**config.mk**
```make
export PLATFORM = sky130hd
export DESIGN_NAME = mrc_cell
export DESIGN_NICKNAME = d
export VERILOG_FILES = /design/src/rtl/mrc_pkg.sv /design/src/rtl/mrc_cell.sv
export SDC_FILE = /design/constraint.sdc
export NUM_CORES = 2
export LEC_CHECK = 0
export BUFFER_PORTS_ARGS = -buffer_cell sky130_fd_sc_hd__buf_2
export CAP_MARGIN = 20
export CORE_MARGIN = 4
export CORE_UTILIZATION = 40
export DETAILED_ROUTE_END_ITERATION = 8
export PLACE_DENSITY = 0.59
export SLEW_MARGIN = 30
export SYNTH_ARGS = -nofsm -noshare
export SYNTH_HDL_FRONTEND = slang
export SYNTH_SLANG_ARGS = --single-unit
```
**constraint.sdc**
```tcl
create_clock -name clock -period 12.8 [get_ports clock]
set_input_delay 3.2 -clock clock [delete_from_list [all_inputs] [get_ports clock]]
set_output_delay 3.2 -clock clock [all_outputs]
set_load 0.005 [all_outputs]
```
**src/rtl/mrc_pkg.sv**
```systemverilog
// mixed-radix index codec: shared constants, flow types and the division step
// used by every dimension cell; no dependencies
`timescale 1ns / 1ps
`default_nettype none
package mrc_pkg;

   localparam int DIM_COUNT      = 8;
   localparam int MAX_RADIX      = 256;
   localparam int NUM_REGS       = 8;
   localparam int IDX_W          = 32;
   localparam int DIGIT_W        = 8;
   localparam int RADIX_W        = 9;
   localparam int REG_IDX_W      = 3;
   localparam int BITS_PER_STAGE = 4;
   localparam int DIV_STAGES     = IDX_W / BITS_PER_STAGE;

   localparam logic OP_ENCODE = 1'b0;
   localparam logic OP_DECODE = 1'b1;

   // data handed from one dimension cell to the next
   typedef struct packed {
      logic                                op;
      logic [IDX_W-1:0]                    running;
      logic [IDX_W-1:0]                    stride;
      logic [IDX_W-1:0]                    acc;
      logic [DIM_COUNT-1:0][DIGIT_W-1:0]   dig_in;
      logic [DIM_COUNT-1:0][DIGIT_W-1:0]   dig_out;
   } mrc_flow_type;

   // one pipeline stage inside a cell
   typedef struct packed {
      mrc_flow_type       flow;
      logic [DIGIT_W-1:0] rem;
      logic [IDX_W-1:0]   prod;
   } mrc_stage_type;

   // BITS_PER_STAGE restoring division steps: quotient bits shift into running
   function automatic mrc_stage_type mrc_div_step(mrc_stage_type s,
                                                  logic [RADIX_W-1:0] radix);
      mrc_stage_type        r;
      logic [RADIX_W-1:0]   t;
      r = s;
      for (int b = 0; b < BITS_PER_STAGE; b++) begin
         t = {r.rem, r.flow.running[IDX_W-1]};
         r.flow.running = {r.flow.running[IDX_W-2:0], 1'b0};
         if (t >= radix) begin
            t = t - radix;
            r.flow.running[0] = 1'b1;
         end
         r.rem = t[DIGIT_W-1:0];
      end
      return r;
   endfunction

endpackage
`default_nettype wire

```
**src/rtl/mrc_cell.sv**
```systemverilog
// one dimension cell: pipelined divide by its radix for decode, stride
// multiply and accumulate for encode; depends on mrc_pkg
`timescale 1ns / 1ps
`default_nettype none
module mrc_cell
   import mrc_pkg::*;
(
   input  wire logic                clock,
   input  wire logic                reset,
   input  wire logic                en,
   input  wire logic                in_valid,
   input  wire mrc_flow_type        in_flow,
   input  wire logic [RADIX_W-1:0]  radix,
   output logic                     out_valid,
   output mrc_flow_type             out_flow
);

   mrc_stage_type                 st_ff [DIV_STAGES];
   mrc_stage_type                 st_in [DIV_STAGES];
   logic [DIV_STAGES-1:0]         valid_ff;
   logic [DIV_STAGES-1:0]         valid_in;

   always_comb begin
      mrc_stage_type cur;
      for (int k = 0; k < DIV_STAGES; k++) begin
         if (k == 0) begin
            cur.flow = in_flow;
            cur.rem  = '0;
            cur.prod = IDX_W'(IDX_W'(in_flow.dig_in[0]) * in_flow.stride);
            cur.flow.stride = IDX_W'(in_flow.stride * IDX_W'(radix));
            for (int j = 0; j < DIM_COUNT - 1; j++) begin
               cur.flow.dig_in[j] = in_flow.dig_in[j+1];
            end
            cur.flow.dig_in[DIM_COUNT-1] = '0;
            valid_in[k] = in_valid;
         end else begin
            cur = st_ff[k-1];
            // accumulate one stage after the product
            if (k == 1) begin
               cur.flow.acc = cur.flow.acc + cur.prod;
            end
            valid_in[k] = valid_ff[k-1];
         end
         st_in[k] = mrc_div_step(cur, radix);
      end
   end

   always_ff @(posedge clock) begin
      if (reset) begin
         valid_ff <= '0;
      end else if (en) begin
         valid_ff <= valid_in;
      end
   end

   always_ff @(posedge clock) begin
      if (en) begin
         for (int k = 0; k < DIV_STAGES; k++) begin
            st_ff[k] <= st_in[k];
         end
      end
   end

   // on decode the remainder becomes this dimension's digit (zero on encode), shifted in at the top
   always_comb begin
      out_flow = st_ff[DIV_STAGES-1].flow;
      for (int j = 0; j < DIM_COUNT - 1; j++) begin
         out_flow.dig_out[j] = st_ff[DIV_STAGES-1].flow.dig_out[j+1];
      end
      out_flow.dig_out[DIM_COUNT-1] = (st_ff[DIV_STAGES-1].flow.op == OP_DECODE) ?
                                      st_ff[DIV_STAGES-1].rem : '0;
      out_valid = valid_ff[DIV_STAGES-1];
   end

endmodule
`default_nettype wire

```
==> metrics.md <==
| Metric | Value |
|---|---|
| Fin Clk Skew | 0.0417 ns |
| Min-delay worst type | reg2reg |
| Hold slack final | 0.374 ns |
| Crit. End Element | register |
| Initial Utilization | 40.3% |
| Worst EP required | 13.33 ns |
| Post-route minimum period | 11.96 ns |
| Hpwl dp | 103 mm |
| Total CTS buffers | 183 |
| Final nets | 6825 |
| Fin. Hold Viols | 0 |
| First-pass GRT wire length | 243 mm |
| Compound-Gate Fraction of Synth Area | 5.01% |
| Number of flops mapped to enable cells by yosys | 1768 |
| Clock sinks | 1776 |
| Synth top area share | 64.1% |
| Pin count of the biggest net entering global routing | 175 |
| CTS tree | done |
| Peak VDD IR | 0.279 mV |
| Slew margin rel. | 33.5% |
| Clk_lat worst skew | 0.81 ns |
| Clock-pin slew on the worst setup and hold paths | 0.06 ns |
| Logic pwr share | 49.6% |
| Root buffer cell | clkbuf_16 |
| Post-synthesis simple-gate area fraction | 5.87% |
| Most common flop cell mapped by yosys | edfxtp_1 |
| Final setup violation count | 0 |
| Post-Synth Adder-Cell Area | 14.8% |
| Sw Pwr | 9.25 mW |
| MaxCap Viol Count | 0 |
| Kind of critical path | in2reg |
| Die area | 214000 sq um |
| Netlist Area Pre-Place | 82800 sq um |
| Pwr/cell area | 282 nW/um^2 |
| Reg power frac | 30.8% |
| Layout Area Growth over Synthesis | 12.5% |
| Synth cell types | 79 |
| Die span in y | 463 microns |
| Vias per cell | 4.87 |
| Global route overflow | 0 |
| Warnings, synthesis | 0 |
| Tcrit/Tclk final | 93.4% |
| CP max FO | 12 |
| Sw frac | 35.3% |
| Drt pass-1 iters | 5 |
| Cells after DPL | 8328 |
| Register area share after synthesis | 64.3% |
| Count of input and output buffers | 447 |
| CP peak stage delay | 0.69 ns |
| Initial antenna violation count | 25 |
| Cell taking the most area after synthesis | edfxtp_1 |
| Seq cells post-synth | 1776 |
| Post-CTS setup buffers | 0 |
| Io pins | 464 |
| Main combinational cell family by area after synthesis | adder cells |
| Residual DRC | 0 |
| CP max stage cell | o21bai_1 |
| Worst path bufs/invs | 5 |
| Clock power frac | 19.6% |
| Die X | 463 microns |
| GRT Resource Usage Total | 14.3% |
| XOR/XNOR share of the synthesized area | 2.98% |
| Layout cells sized above 1 | 16.3% |
| Starting DRT DRC Count | 2783 |
| Layout Cells excl Fill | 8680 |
| Detailed Route WL | 154 mm |
| CP Launch Type | input pin |
| Routability cong. | 0.842 |
| Cells after Synth | 5447 |
| CP arrival | 12.49 ns |
| Mux cell area share after synthesis | 2.38% |
| Worst-Margin Slew | 0.998 ns |
| CP delay by family, top | compound AO/OA/AOI/OAI gates |
| Fmax | 83.6 MHz |
| Final ANT Viol Nets | 0 |
| Int Pwr | 17.0 mW |
| Vias | 42300 |
| Vias in the first global route | 43800 |
| Synth top area cells | edfxtp_1 (64%), fa_1 (8.9%), ha_1 (5.9%) |
| RSZ-0062 raised after global routing | no |
| Max Root-Sink Buffers | 3 |
| Slew Viols, Final | 0 |
| Syn_area_per_cell | 15.2 sq um |
| WL per Instance | 17.7 microns |
| Async SR Flop Fraction | 0% |
| Core area | 205000 sq um |
| Htree depth | 4 |
| FP Rows | 166 |
| Run status | finished, final reports clean |
| Pleak | 36.2 nW |
[sequential cells by signal, summed over array words and instances (netlist names)]
signal	cells
st_ff	1768
valid_ff	8
[metrics by stage]
step / cell area, sq um / setup slack, ns / util [%] / power, mW / TNS, ns
floorplan: 82800 / -0.0119 / - / 18.4 / -0.0835
global placement: 87100 / 0.160 / 42.4 / 20.9 / 0
detailed placement: 87100 / -0.0164 / 42.4 / 21.2 / -0.0402
CTS: 93000 / 0.885 / 45.3 / 26.6 / 0
global route: 93100 / 0.0750 / 45.4 / 28.3 / 0
finish: 93100 / 0.841 / 45.4 / 26.2 / 0
[cell usage in the layout, fill, tap and decap left out, types with 50 or more instances in the layout]
cell | synthesis | final
a21o_1 | 103 | 103
a21oi_1 | 202 | 202
and2_1 | 196 | 196
buf_2 | 2 | 444
buf_4 | 222 | 56
clkbuf_16 | 0 | 184
edfxtp_1 | 1768 | 1768
fa_1 | 367 | 367
ha_1 | 392 | 390
inv_1 | 458 | 457
mux2_2 | 141 | 141
nand2_1 | 420 | 420
nand4_1 | 50 | 50
nor2_1 | 160 | 160
o21ai_0 | 143 | 141
xnor2_1 | 196 | 196
xor2_1 | 86 | 86
[power by group through the flow]
| stage | clock network [mW] | logic, mW | registers, mW |
|---|---|---|---|
| finish | 5.12 | 13.0 | 8.08 |
| CTS | 5.35 | 13.1 | 8.10 |
| floorplan | 0 | 10.3 | 8.08 |
| global placement | 0 | 12.7 | 8.20 |
| global route | 5.59 | 14.6 | 8.15 |
| detailed placement | 0 | 13.0 | 8.21 |
[layer usage]
layer	vias up	global-route usage, %	share of wire, %
met5	-	0	0.071
met4	16	4.61	2.8
li1	20000	-	-
met3	262	3.40	6.0
met2	959	23.4	48
met1	21100	18.9	43
[final timing paths]
path,startpoint,to,slack [ns],depth (start not counted)
hold reg to reg,st_ff[1][106],st_ff[1][371],0.37,0
setup / recovery,radix[1],st_ff[1][564],0.84,45
setup reg to reg,st_ff[1][297],st_ff[1][564],3.51,42
hold / removal,st_ff[1][106],st_ff[1][371],0.37,0
[synth_stat cells, drive strengths merged (8+ instances only)]
master,number
edfxtp,1768
inv,460
nand2,420
ha,392
fa,367
buf,229
a21oi,210
and2,196
xnor2,196
nor2,160
o21ai,155
mux2,144
a21o,105
clkbuf,101
xor2,86
nand4,50
nor2b,48
nand2b,46
o21bai,41
mux2i,34
o21a,34
nor3,31
nand3,29
a211oi,10
o31ai,10
a2111oi,8
a21boi,8
a31oi,8
dfxtp,8
o211ai,8
o221ai,8
[layout make-up]
cell class	instances	area, sq um
Antenna cell	12	30.0
Clock buffer	214	4720
Timing Repair Buffer	519	3030
Fill cell	18100	112000
Clock inverter	123	1200
Multi-Input combinational cell	2887	25800
Sequential cell	1776	53300
Tap cell	2688	3360
Inverter	461	1740
[what timing repair did]
| action | CTS | global route |
|---|---|---|
| setup endpoints to repair | 0 | 5 |
| resized for setup | 0 | 1 |
| hold buffers | 0 | 0 |
| endpoints found under the hold margin | 0 | 0 |
[kinds of logic (layout without fill, tap and decap cells)]
group / after synthesis / in the layout
xor+xnor: 282 / 282
simple gates: 1016 / 1016
other cells: 1 / 20
fa+ha+maj: 759 / 759
mux: 178 / 178
buf+inv: 791 / 1317
flops: 1776 / 1776
compound gates: 644 / 644
No activity file was read; power rests on OpenSTA's default activity.
